### src/rtl/core/cds_pkg.sv
// Shared types and constants for the closest direction search block.
`timescale 1ns / 1ps
package cds_pkg;
    localparam int unsigned CompW  = 16;
    localparam int unsigned ScoreW = 32;
    localparam int unsigned IdxW   = 8;
    localparam int unsigned LenW   = 9;
    localparam int unsigned DotW   = 2 * CompW + 2;
    localparam int unsigned NormW  = 2 * CompW + 2;
    localparam int unsigned QW     = 32;

    localparam logic [1:0] RegRefX = 2'd0;
    localparam logic [1:0] RegRefY = 2'd1;
    localparam logic [1:0] RegRefZ = 2'd2;

    typedef struct packed {
        logic signed [CompW-1:0] cand_x;
        logic signed [CompW-1:0] cand_y;
        logic signed [CompW-1:0] cand_z;
        logic                    is_last;
    } t_cand;

    typedef struct packed {
        logic [IdxW-1:0]          best_index;
        logic signed [ScoreW-1:0] best_score;
        logic [LenW-1:0]          list_length;
        logic                     overflow;
    } t_result;

    // Work item handed from front to back.
    typedef struct packed {
        logic                    scored;
        logic                    is_last;
        logic signed [CompW-1:0] cand_x;
        logic signed [CompW-1:0] cand_y;
        logic signed [CompW-1:0] cand_z;
    } t_job;
endpackage

### src/rtl/core/cds_stream_if.sv
// Valid/ready stream interface.
`timescale 1ns / 1ps
interface cds_stream_if #(
    parameter int unsigned WIDTH = 8
);
    logic             valid;
    logic             ready;
    logic [WIDTH-1:0] data;
    modport source (output valid, output data, input ready);
    modport sink   (input valid, input data, output ready);
endinterface

### src/rtl/core/closest_direction_search.sv
// A request passes the queue, then the product, sum, bit-serial root and update states
// of the back part; the back part takes a new candidate only once it is done with the last.
// Front part accepts into a two-entry queue while the back part works.
// Reset (synchronous, active low) clears the reference, best score (-1 LSB), index,
// count and overflow flag.
`timescale 1ns / 1ps
module closest_direction_search #(
    parameter int unsigned MAX_CANDIDATES = 256
) (
    input  logic        i_clk,
    input  logic        i_rst_n,
    input  logic        i_cfg_we,
    input  logic [1:0]  i_cfg_idx,
    input  logic [15:0] i_cfg_data,
    cds_stream_if.sink   in_s,
    cds_stream_if.source out_s
);
    logic signed [cds_pkg::CompW-1:0] r_ref_x, r_ref_y, r_ref_z;
    logic          w_push, w_full, w_pop, w_empty;
    cds_pkg::t_job w_jin, w_jout;

    always_ff @(posedge i_clk) begin
        if (!i_rst_n) begin
            r_ref_x <= '0; r_ref_y <= '0; r_ref_z <= '0;
        end else if (i_cfg_we) begin
            if (i_cfg_idx == cds_pkg::RegRefX) r_ref_x <= i_cfg_data;
            if (i_cfg_idx == cds_pkg::RegRefY) r_ref_y <= i_cfg_data;
            if (i_cfg_idx == cds_pkg::RegRefZ) r_ref_z <= i_cfg_data;
        end
    end

    cds_front #(.MAX_CANDIDATES(MAX_CANDIDATES)) u_front (
        .i_clk, .i_rst_n, .in_s, .i_q_full(w_full), .o_push(w_push), .o_job(w_jin));
    cds_queue u_queue (
        .i_clk, .i_rst_n, .i_push(w_push), .i_job(w_jin), .o_full(w_full),
        .i_pop(w_pop), .o_empty(w_empty), .o_job(w_jout));
    cds_back u_back (
        .i_clk, .i_rst_n, .i_ref_x(r_ref_x), .i_ref_y(r_ref_y), .i_ref_z(r_ref_z),
        .i_empty(w_empty), .i_job(w_jout), .o_pop(w_pop), .out_s);
endmodule

### src/rtl/core/cds_front.sv
// Front part: takes requests, counts the list, marks overflow candidates.
`timescale 1ns / 1ps
module cds_front #(
    parameter int unsigned MAX_CANDIDATES = 256
) (
    input  logic             i_clk,
    input  logic             i_rst_n,
    cds_stream_if.sink       in_s,
    input  logic             i_q_full,
    output logic             o_push,
    output cds_pkg::t_job    o_job
);
    localparam int unsigned CntW = $clog2(MAX_CANDIDATES + 1);
    logic [CntW-1:0] r_cnt, n_cnt;
    cds_pkg::t_cand  w_c;
    logic            w_room;

    assign w_c        = cds_pkg::t_cand'(in_s.data);
    assign in_s.ready = !i_q_full;
    assign o_push     = in_s.valid && !i_q_full;
    assign w_room     = r_cnt < CntW'(MAX_CANDIDATES);

    always_comb begin
        o_job.scored  = w_room;
        o_job.is_last = w_c.is_last;
        o_job.cand_x  = w_c.cand_x;
        o_job.cand_y  = w_c.cand_y;
        o_job.cand_z  = w_c.cand_z;
        n_cnt = r_cnt;
        if (o_push) begin
            if (w_c.is_last) n_cnt = '0;
            else if (w_room) n_cnt = r_cnt + 1'b1;
        end
    end

    always_ff @(posedge i_clk) begin
        if (!i_rst_n) r_cnt <= '0;
        else          r_cnt <= n_cnt;
    end

    a_cnt_bound: assert property (@(posedge i_clk) disable iff (!i_rst_n)
        r_cnt <= CntW'(MAX_CANDIDATES)) else $error("count past max");
    a_last_clr: assert property (@(posedge i_clk) disable iff (!i_rst_n)
        o_push && w_c.is_last |=> r_cnt == '0) else $error("count not cleared");
    a_push_rdy: assert property (@(posedge i_clk) disable iff (!i_rst_n)
        o_push |-> !i_q_full) else $error("push into full queue");
endmodule

### src/rtl/core/cds_queue.sv
// Two-entry queue between front and back.
`timescale 1ns / 1ps
module cds_queue (
    input  logic          i_clk,
    input  logic          i_rst_n,
    input  logic          i_push,
    input  cds_pkg::t_job i_job,
    output logic          o_full,
    input  logic          i_pop,
    output logic          o_empty,
    output cds_pkg::t_job o_job
);
    cds_pkg::t_job r_mem [2];
    logic          r_wp, r_rp;
    logic [1:0]    r_n;

    assign o_full  = r_n == 2'd2;
    assign o_empty = r_n == 2'd0;
    assign o_job   = r_mem[r_rp];

    always_ff @(posedge i_clk) begin
        if (i_push) r_mem[r_wp] <= i_job;
    end

    always_ff @(posedge i_clk) begin
        if (!i_rst_n) begin
            r_wp <= 1'b0;
            r_rp <= 1'b0;
            r_n  <= '0;
        end else begin
            if (i_push) r_wp <= ~r_wp;
            if (i_pop)  r_rp <= ~r_rp;
            r_n <= r_n + {1'b0, i_push} - {1'b0, i_pop};
        end
    end

    a_no_over: assert property (@(posedge i_clk) disable iff (!i_rst_n)
        !(i_push && o_full)) else $error("queue overrun");
    a_no_under: assert property (@(posedge i_clk) disable iff (!i_rst_n)
        !(i_pop && o_empty)) else $error("queue underrun");
    a_bound: assert property (@(posedge i_clk) disable iff (!i_rst_n)
        r_n <= 2'd2) else $error("queue count");
endmodule

### src/rtl/core/cds_back.sv
// Back part: scores one candidate with a bit-serial quotient search, keeps the best.
`timescale 1ns / 1ps
module cds_back (
    input  logic                                i_clk,
    input  logic                                i_rst_n,
    input  logic signed [cds_pkg::CompW-1:0]    i_ref_x,
    input  logic signed [cds_pkg::CompW-1:0]    i_ref_y,
    input  logic signed [cds_pkg::CompW-1:0]    i_ref_z,
    input  logic                                i_empty,
    input  cds_pkg::t_job                       i_job,
    output logic                                o_pop,
    cds_stream_if.source                        out_s
);
    localparam int unsigned DW = cds_pkg::DotW;
    localparam int unsigned NW = cds_pkg::NormW;
    localparam int unsigned QW = cds_pkg::QW;
    localparam int unsigned AW = DW + 16;

    typedef enum logic [4:0] {
        S_IDLE = 5'b00001, S_PROD = 5'b00010, S_SUM = 5'b00100,
        S_ITER = 5'b01000, S_DONE = 5'b10000
    } t_state;

    t_state r_st, n_st;
    cds_pkg::t_job r_job;
    logic signed [2*cds_pkg::CompW-1:0] r_px, r_py, r_pz, r_nx, r_ny, r_nz;
    logic [DW-1:0]  r_mag;
    logic           r_neg;
    logic [NW-1:0]  r_n2;
    // Bit-serial search for the largest q <= lim with q*q*n2 <= a*a, i.e. q = floor(a/sqrt(n2)),
    // one bit per cycle from the top, tracking q*q*n2 incrementally.
    logic [2*AW-1:0] r_qqn;      // q*q*n2
    logic [QW+NW-1:0] r_qn;      // q*n2
    logic [QW-1:0]   r_q;
    logic [5:0]      r_bit;
    logic [QW-1:0]   r_lim;
    logic signed [cds_pkg::ScoreW-1:0] r_top;
    logic [cds_pkg::IdxW-1:0] r_pos;
    logic [cds_pkg::LenW-1:0] r_seen;
    logic            r_ovf;
    cds_pkg::t_result r_res;
    logic            r_oval;
    // a*a with a = mag<<16: mag*mag registered in the SUM stage, shifted by 32
    logic [2*DW-1:0] r_mm;

    // candidate step: q' = q + 2^b ; q'^2 n = qqn + 2^(b+1) qn + 2^(2b) n
    logic [2*AW-1:0] w_try;
    logic [2*AW-1:0] w_aa;
    logic [QW-1:0]   w_qt;
    logic signed [DW-1:0] w_dot;
    logic signed [cds_pkg::ScoreW-1:0] w_s;
    logic            w_done_go;

    assign w_qt  = r_q | (QW'(1) << r_bit[4:0]);
    assign w_try = r_qqn + ((2*AW)'(r_qn) << (r_bit[4:0] + 5'd1))
                 + ((2*AW)'(r_n2) << {r_bit[4:0], 1'b0});
    assign w_aa  = (2*AW)'(r_mm) << 32;
    assign w_dot = DW'(r_px) + DW'(r_py) + DW'(r_pz);
    assign w_s   = r_neg ? -$signed(r_q) : $signed(r_q);
    // a result still waiting holds the last candidate of the next list in DONE
    assign w_done_go = !r_job.is_last || !r_oval || out_s.ready;

    assign o_pop       = (r_st == S_IDLE) && !i_empty;
    assign out_s.valid = r_oval;
    assign out_s.data  = r_res;

    always_comb begin
        n_st = r_st;
        unique case (r_st)
            S_IDLE: if (!i_empty) n_st = S_PROD;
            S_PROD: n_st = S_SUM;
            S_SUM:  n_st = S_ITER;
            S_ITER: if (r_bit == 6'd0) n_st = S_DONE;
            S_DONE: if (w_done_go) n_st = S_IDLE;
            default: n_st = S_IDLE;
        endcase
    end

    always_ff @(posedge i_clk) begin
        if (o_pop) r_job <= i_job;
        if (r_st == S_PROD) begin
            r_px <= i_ref_x * r_job.cand_x;
            r_py <= i_ref_y * r_job.cand_y;
            r_pz <= i_ref_z * r_job.cand_z;
            r_nx <= r_job.cand_x * r_job.cand_x;
            r_ny <= r_job.cand_y * r_job.cand_y;
            r_nz <= r_job.cand_z * r_job.cand_z;
        end
        if (r_st == S_SUM) begin
            r_neg <= w_dot[DW-1];
            r_mag <= w_dot[DW-1] ? DW'(-w_dot) : DW'(w_dot);
            r_n2  <= NW'($unsigned(r_nx)) + NW'($unsigned(r_ny)) + NW'($unsigned(r_nz));
            r_lim <= w_dot[DW-1] ? 32'h8000_0000 : 32'h7FFF_FFFF;
            r_q   <= '0;
            r_qqn <= '0;
            r_qn  <= '0;
            r_bit <= 6'd31;
        end
        if (r_st == S_ITER) begin
            if (w_qt <= r_lim && w_try <= w_aa) begin
                r_q   <= w_qt;
                r_qqn <= w_try;
                r_qn  <= r_qn + ((QW+NW)'(r_n2) << r_bit[4:0]);
            end
            if (r_bit != 6'd0) r_bit <= r_bit - 6'd1;
        end
    end

    always_ff @(posedge i_clk) begin
        if (r_st == S_SUM) r_mm <= (w_dot[DW-1] ? DW'(-w_dot) : DW'(w_dot))
                                 * (w_dot[DW-1] ? DW'(-w_dot) : DW'(w_dot));
    end

    always_ff @(posedge i_clk) begin
        if (!i_rst_n) begin
            r_st   <= S_IDLE;
            r_top  <= -32'sd1;
            r_pos  <= '0;
            r_seen <= '0;
            r_ovf  <= 1'b0;
            r_oval <= 1'b0;
        end else begin
            r_st <= n_st;
            if (r_st == S_DONE && w_done_go) begin
                logic signed [cds_pkg::ScoreW-1:0] v_top;
                logic [cds_pkg::IdxW-1:0]          v_pos;
                logic [cds_pkg::LenW-1:0]          v_seen;
                logic                              v_ovf;
                v_top = r_top; v_pos = r_pos; v_seen = r_seen; v_ovf = r_ovf;
                if (!r_job.scored) v_ovf = 1'b1;
                else begin
                    if (((r_n2 == '0) || (r_mag == '0) ? 32'sd0 : w_s) > v_top) begin
                        v_top = ((r_n2 == '0) || (r_mag == '0)) ? 32'sd0 : w_s;
                        v_pos = r_seen[cds_pkg::IdxW-1:0];
                    end
                    v_seen = r_seen + 1'b1;
                end
                if (r_job.is_last) begin
                    r_res  <= '{best_index: v_pos, best_score: v_top,
                               list_length: v_seen, overflow: v_ovf};
                    r_top  <= -32'sd1;
                    r_pos  <= '0;
                    r_seen <= '0;
                    r_ovf  <= 1'b0;
                end else begin
                    r_top <= v_top; r_pos <= v_pos; r_seen <= v_seen; r_ovf <= v_ovf;
                end
            end
            if (r_st == S_DONE && w_done_go && r_job.is_last) r_oval <= 1'b1;
            else if (r_oval && out_s.ready)                   r_oval <= 1'b0;
        end
    end

    a_pop_idle: assert property (@(posedge i_clk) disable iff (!i_rst_n)
        o_pop |=> r_st == S_PROD) else $error("pop outside idle");
    a_iter_end: assert property (@(posedge i_clk) disable iff (!i_rst_n)
        (r_st == S_ITER && r_bit == 6'd0) |=> r_st == S_DONE) else $error("iter end");
    a_q_lim: assert property (@(posedge i_clk) disable iff (!i_rst_n)
        r_st == S_DONE |-> r_q <= r_lim) else $error("quotient over limit");
endmodule
### src/flat_wrapper.sv
// flat-port wrapper written by rule: the top's interface ports become plain ports
module closest_direction_search_flat 
#(
    parameter int unsigned MAX_CANDIDATES = 256
)
  (i_clk, i_rst_n, i_cfg_we, i_cfg_idx, i_cfg_data, in_s_valid, in_s_data, in_s_ready, out_s_valid, out_s_data, out_s_ready);
  cds_stream_if in_s_i ();
  cds_stream_if out_s_i ();
  input  logic i_clk;
  input  logic i_rst_n;
  input  logic i_cfg_we;
  input  logic [1:0] i_cfg_idx;
  input  logic [15:0] i_cfg_data;
  input wire logic [$bits(in_s_i.valid)-1:0] in_s_valid;
  input wire logic [$bits(in_s_i.data)-1:0] in_s_data;
  output wire logic [$bits(in_s_i.ready)-1:0] in_s_ready;
  output wire logic [$bits(out_s_i.valid)-1:0] out_s_valid;
  output wire logic [$bits(out_s_i.data)-1:0] out_s_data;
  input wire logic [$bits(out_s_i.ready)-1:0] out_s_ready;
  assign in_s_i.valid = in_s_valid;
  assign in_s_i.data = in_s_data;
  assign in_s_ready = in_s_i.ready;
  assign out_s_valid = out_s_i.valid;
  assign out_s_data = out_s_i.data;
  assign out_s_i.ready = out_s_ready;
  closest_direction_search #(.MAX_CANDIDATES(MAX_CANDIDATES)) u_core (.i_clk(i_clk), .i_rst_n(i_rst_n), .i_cfg_we(i_cfg_we), .i_cfg_idx(i_cfg_idx), .i_cfg_data(i_cfg_data), .in_s(in_s_i), .out_s(out_s_i));
endmodule
### config.mk
export PLATFORM = sky130hd
export DESIGN_NAME = closest_direction_search_flat
export DESIGN_NICKNAME = d
export VERILOG_FILES = /design/src/rtl/core/cds_pkg.sv /design/src/rtl/core/cds_stream_if.sv /design/src/rtl/core/closest_direction_search.sv /design/src/rtl/core/cds_front.sv /design/src/rtl/core/cds_queue.sv /design/src/rtl/core/cds_back.sv /design/src/flat_wrapper.sv
export SDC_FILE = /design/constraint.sdc
export NUM_CORES = 1
export LEC_CHECK = 0
export BUFFER_PORTS_ARGS = -buffer_cell sky130_fd_sc_hd__buf_2
export CAP_MARGIN = 5
export CORE_MARGIN = 5
export CORE_UTILIZATION = 54
export DETAILED_ROUTE_END_ITERATION = 7
export PLACE_DENSITY_LB_ADDON = 0.05
export SYNTH_ARGS = -nofsm -noshare
export SYNTH_HDL_FRONTEND = slang
export SYNTH_SLANG_ARGS = --single-unit
### constraint.sdc
create_clock -name i_clk -period 3.2 [get_ports i_clk]
set_input_delay 0.16 -clock i_clk [delete_from_list [all_inputs] [get_ports i_clk]]
set_output_delay 0.16 -clock i_clk [all_outputs]
set_load 0.01 [all_outputs]
==> Word-level counts from Yosys, hierarchy flattened <==
Memory sizes are Yosys's and may differ from the RTL's. A register that Yosys moved wholly into a read port is not among the register bits.
Cells that the tools add are included.
{ "classes": {"n_lt_le_gt_ge": 1, "add_sub_neg": 5, "n_reduce_logical": 19, "mux": 17, "bitwise": 2, "n_eq_ne": 9} }
{ "ops": {"columns": ["op", "n"], "rows": [
  ["9-bit two-way mux", 4],
  ["5-bit one-hot mux with 5 select lines", 1],
  ["9-bit by 1-bit adder with 9-bit output, second input constant", 2],
  ["6-bit two-way mux", 3],
  ["5-bit two-way mux", 3],
  ["9-bit < comparator, second input constant", 1],
  ["6-bit logical NOT", 1],
  ["1-bit two-way mux", 6],
  ["2-bit inequality test, second input constant", 3],
  ["3-bit AND reduction", 2],
  ["6-bit nonzero test", 1],
  ["6-bit by 1-bit subtractor with 6-bit output, second input constant", 1],
  ["5-bit by 1-bit equality test with 1-bit output, second input constant", 1],
  ["5-bit by 2-bit equality test with 1-bit output, second input constant", 1],
  ["5-bit by 3-bit equality test with 1-bit output, second input constant", 1],
  ["5-bit by 4-bit equality test with 1-bit output, second input constant", 1],
  ["5-bit equality test, second input constant", 1],
  ["1-bit logical AND", 5],
  ["1-bit logical NOT", 4],
  ["2-bit nonzero test", 2],
  ["2-bit by 1-bit adder with 2-bit output", 1],
  ["2-bit equality test, second input constant", 1],
  ["2-bit logical NOT", 1],
  ["1-bit logical OR", 2],
  ["other kinds (3)", 4]
]} }
{ "word_totals": {"ramBits": 18, "mem_count": 1, "wordCells": 65, "register_bits": 43, "output_inout_bits": 10} }
{ "mem_list": {"columns": ["name", "words", "width", "rd", "rd_clocked_by_memory_dff", "write_ports", "line", "text"], "rows": [
  ["u_core.u_queue.r_mem", 2, 9, 1, 1, 1, "cds_queue.sv:13", "cds_pkg::t_job r_mem [2];"]
]} }

==> Depth between registers and ports, before layout <==
{ "logic_depth": {"depth_word": 6, "mapped_depth": 9, "ltp_nobuf": 9} }

==> Cells and area by module <==
From an unflattened synthesis, not the netlist that was laid out.
{ "hier_totals": {"hier_cells": 614, "area_unflattened_um2": 8220.4} }
{ "modules_own_cells": {"columns": ["module", "n_inst", "area_each_um2", "cells_each"], "rows": [
  ["cds_queue", 1, 4090.2, 177],
  ["closest_direction_search", 1, 1834.3, 176],
  ["cds_back", 1, 1417.6, 152],
  ["cds_front", 1, 878.3, 109]
]} }

==> Worst setup path before layout <==
Ideal clock, no wire load.
{ "synth_timing": {"path_type": "reg-to-reg", "startpoint": "register u_core.u_back.r_st[2]", "endpoint": "register u_core.u_queue.r_n[1]", "setup_time_ns": 0.128, "path_buffers": 1, "t_arrival_ns": 2.139, "slack_ns": 0.933, "path_stages_with_launch": 10, "path_cell_list": "dfxtp_1 -> buf_6 -> or3_2 -> nor3_1 -> ha_1 -> inv_1 -> ha_1 -> xor2_1 -> xnor2_1 -> nor2_1"} }
{ "synth_via": {"elab_chain_len": 3} }
{ "synth_rtl": {"columns": ["item", "line", "text"], "rows": [
  ["from (decl)", "cds_back.sv:24", "t_state r_st, n_st;"],
  ["from (signal assigned)", "cds_back.sv:123", "r_st <= n_st;"],
  ["5-bit by 1-bit equality test with 1-bit output", "cds_back.sv:63", "assign o_pop = (r_st == S_IDLE) && !i_empty;"],
  ["1-bit logical AND", "cds_back.sv:63", null],
  ["named net u_core.u_back.o_pop", "cds_back.sv:11", "output logic o_pop,"],
  ["2-bit by 1-bit subtractor with 2-bit output", "cds_queue.sv:33", "r_n <= r_n + {1'b0, i_push} - {1'b0, i_pop};"],
  ["to (signal assigned)", "cds_queue.sv:33", null],
  ["to (decl)", "cds_queue.sv:15", "logic [1:0] r_n;"]
]} }
The timed path passes the listed nets, and every way through them passes these cells.
A chain may end at the register's enable or synchronous reset.

==> Worst setup path in the final report <==
{ "layout_timing": {"startpoint": "register u_core.u_back.r_st[4]", "endpoint": "register u_core.u_queue.r_n[1]"} }
Same word-level chain as after synthesis.

==> metrics.yaml <==
synthesis:
  synth-compound-area-share_pct: 12.4
  yosysMostFrequentCell: "dfxtp_1"
  yosysTopAreaCell: "dfxtp_1"
  synth_fa_ha_area_share_pct: 3.59
  synth_area_leaders: "dfxtp_1, edfxtp_1, ha_1"
  synth_commonest_cells: "dfxtp_1, nor2_1, nand2_1"
  synth_top_area_share_pct: 31.6
  avgSynthCellArea_um2: 10.0
  synthCells: 209
  netlist_area_mm2: 0.00209
  synth.net_count: 246
  synthFlopType: "dfxtp_1"
  synth_cell_type_count: 43
  synth_mux_area_share_pct: 2.03
  synth_edf_count: 14
  ys_seq_area_share_pct: 51.7
  async_flop_share_pct: 0
  synthXorXnorAreaFrac_pct: 5.44
  synth-simple-area-share_pct: 21.9
  ys_ff_latch: 47
  ys_warn_count: 0
  synth_top_family_by_area: "simple AND/OR/NAND/NOR gates"
floorplanning:
  fp.dieH_um: 72.2
  start_util_pct: 56.3
  core_mm2: 0.00372
  num_rows: 22
  dieArea_mm2: 0.00522
  die_w_um: 72.2
  ios: 41
clock_network:
  clk_pin_slew_ns: 0.08
  clock_sinks: 47
  cts_root_buf: "clkbuf_8"
  cts_tree: "yes"
  cts_buffers: 5
  htreeDepth: 2
  clk_path_buf_depth: 2
  post_cts_buffers: 0
  cts_resized: 0
  holdBufCountCts: 0
  clk_latency_ns: 0.30
place:
  gp_congestion: 0.789
  dpl_cell_area_mm2: 0.00221
  io_buffers: 14
  dp_worst_setup_slack_ns: 0.670
  hpwl_um: 2840
global_route:
  grt_start_max_net_pins: 15
  grt_remaining_overflow: 0
  grt_pass1_vias: 1556
  grt_use_total_pct: 16.4
  grt_pass1_wl_um: 6780
  antenna_found_initial: 0
critical_path:
  required_ns: 3.37
  path_class: "register to register"
  start_kind: "register"
  path_max_fanout: 6
  r2r_slack_ns: 0.66
  ff2ff_path_depth: 8
  reg2reg_from: "u_core.u_back.r_st[4]"
  timing.rr.end: "u_core.u_queue.r_n[1]"
  arrival_ns: 2.71
  cp-end-kind: "register"
sta:
  setup_viol_count_final: 0
  worst_pin_slew_ns: 0.662
  slew_headroom_pct: 55.8
  hold_violations: 0
  maxSlewViolCount: 0
  timing.fmax_mhz: 393
  min_period_ns: 2.54
  finClkSkew_ns: 0.00776
  fin_crit_sh_pct: 79.4
  setup_slack_ns: 0.658
  rsz0062_at_grt: "false"
  final.setup.tns_ns: 0
route:
  drc: 0
  wl_per_cell_um: 14.0
  totalWireLength_um: 3870
  drt_iter0_markers: 127
  first_pass_iters: 4
  detail-route-antenna-nets: 0
  num_vias: 1566
  vias_per_cell: 5.65
job:
  cap_violations: 0
power_and_ir_drop:
  ir_drop_mv: 0.397
  p_leak_nw: 0.873
  powerDensity_mw_per_mm2: 583
hold_path:
  holdPathEnd: "u_core.u_queue.r_mem[1][7]"
  worstHoldStart: "in_s_data[0]"
  hold_depth: 1
  timing.hold.worst.class: "input port to register"
cells_and_area:
  drive_gt1_share_pct: 13.5
  syn_to_final_growth_pct: 9.57
  final_cell_area_mm2: 0.00229
  layout.nets: 265
  nFillCells: 328
  diodes: 0
run_status:
  outcome: "completed"
==> worst max path at each step <==
stage | from | end | slack [ns] | depth (start not counted)
2_1_floorplan | u_core.u_back.r_st[2] | u_core.u_queue.r_n[1] | 0.93 | 9
4_1_cts | u_core.u_back.r_st[2] | u_core.u_queue.r_n[1] | 0.65 | 8
5_1_grt | u_core.u_back.r_st[2] | u_core.u_queue.r_n[1] | 0.47 | 8
3_3_place_gp | u_core.u_back.r_st[2] | u_core.u_queue.r_n[1] | 0.77 | 8
6_report | u_core.u_back.r_st[4] | u_core.u_queue.r_n[1] | 0.66 | 8
3_5_place_dp | u_core.u_back.r_st[2] | u_core.u_queue.r_n[1] | 0.67 | 8
==> where the power goes <==
part	internal, mW	total [mW]	switching, mW	leakage (nW)
combinational	0.117	0.262	0.145	0.438
clock	0.150	0.337	0.187	0.0426
sequential	0.676	0.737	0.0611	0.393
==> stage by stage <==
step	hold slack (ns)	total power [mW]	util, %	std cells
final	0.130	1.34	61.7	277
after global placement	0.407	0.987	59.5	269
after global routing	0.127	1.42	61.7	277
after CTS	0.110	1.35	61.7	277
after floorplan	0.259	0.940	-	209
after detailed placement	0.422	1.01	59.5	269
==> per-layer routing <==
| layer | vias to the layer above | wire length (um) | GRT usage [%] |
|---|---|---|---|
| met1 | 751 | 1710 | 18.9 |
| met4 | 0 | 60 | 6.05 |
| li1 | 778 | - | - |
| met5 | - | 0 | 0 |
| met3 | 8 | 151 | 4.85 |
| met2 | 29 | 1940 | 28.7 |
==> area by class of cell <==
| class | instances | area [um^2] | area share (%) |
|---|---|---|---|
| sequential | 47 | 1080 | 47.2 |
| clock inverter | 2 | 8.76 | 0.382 |
| inverter | 11 | 41.3 | 1.80 |
| clock buffer | 6 | 72.6 | 3.17 |
| timing repair buffer | 15 | 77.6 | 3.38 |
| tap | 48 | 60.1 | 2.62 |
| multi-input combinational | 148 | 951 | 41.5 |
==> registers in the layout (all words and copies together) (netlist names), 2 cells and up <==
register,flops
u_core.u_front.r_cnt,9
u_core.u_back.out_s.data,8
u_core.u_back.r_seen,7
u_core.u_back.r_bit,6
u_core.u_back.r_st,5
u_core.u_queue.r_mem,4
u_core.u_back.r_job,2
u_core.u_queue.r_n,2
==> kinds of logic after synthesis <==
| kind of cell | count (synthesis) |
|---|---|
| AO/OA/AOI/OAI | 38 |
| XOR/XNOR | 13 |
| adder cells (fa/ha/maj) | 6 |
| buffers and inverters | 14 |
| flip-flops | 47 |
| multiplexers | 4 |
| AND/OR/NAND/NOR | 87 |
==> worst max-delay path: stages, from the launching register on <==
cell and delay (ns):
dfxtp_1 0.38, or3_2 0.54, nor3_1 0.54, ha_1 0.34, inv_1 0.07, ha_1 0.16
xor2_1 0.19, xnor2_1 0.15, nor2_1 0.05
==> cell usage in the layout (no fill, tap or decap), types with 2 or more instances in the layout <==
| master | count |
|---|---|
| mux2_2 | 2 |
| or3_1 | 6 |
| buf_2 | 14 |
| ha_1 | 6 |
| nand3b_1 | 3 |
| mux2i_1 | 2 |
| a21oi_1 | 14 |
| xor2_1 | 7 |
| and2_1 | 3 |
| nand2_1 | 16 |
| xnor2_1 | 6 |
| nand2b_1 | 7 |
| and3_1 | 2 |
| nor4_1 | 3 |
| edfxtp_1 | 14 |
| nand4_1 | 5 |
| a22oi_1 | 3 |
| nor3_1 | 7 |
| a32o_1 | 2 |
| o21ai_0 | 9 |
| dfxtp_1 | 33 |
| clkbuf_8 | 5 |
| a2bb2oi_1 | 2 |
| nor2_1 | 20 |
| inv_1 | 11 |
| nand3_1 | 5 |
| nor2b_1 | 2 |
Power figures use the tool's default switching activity.
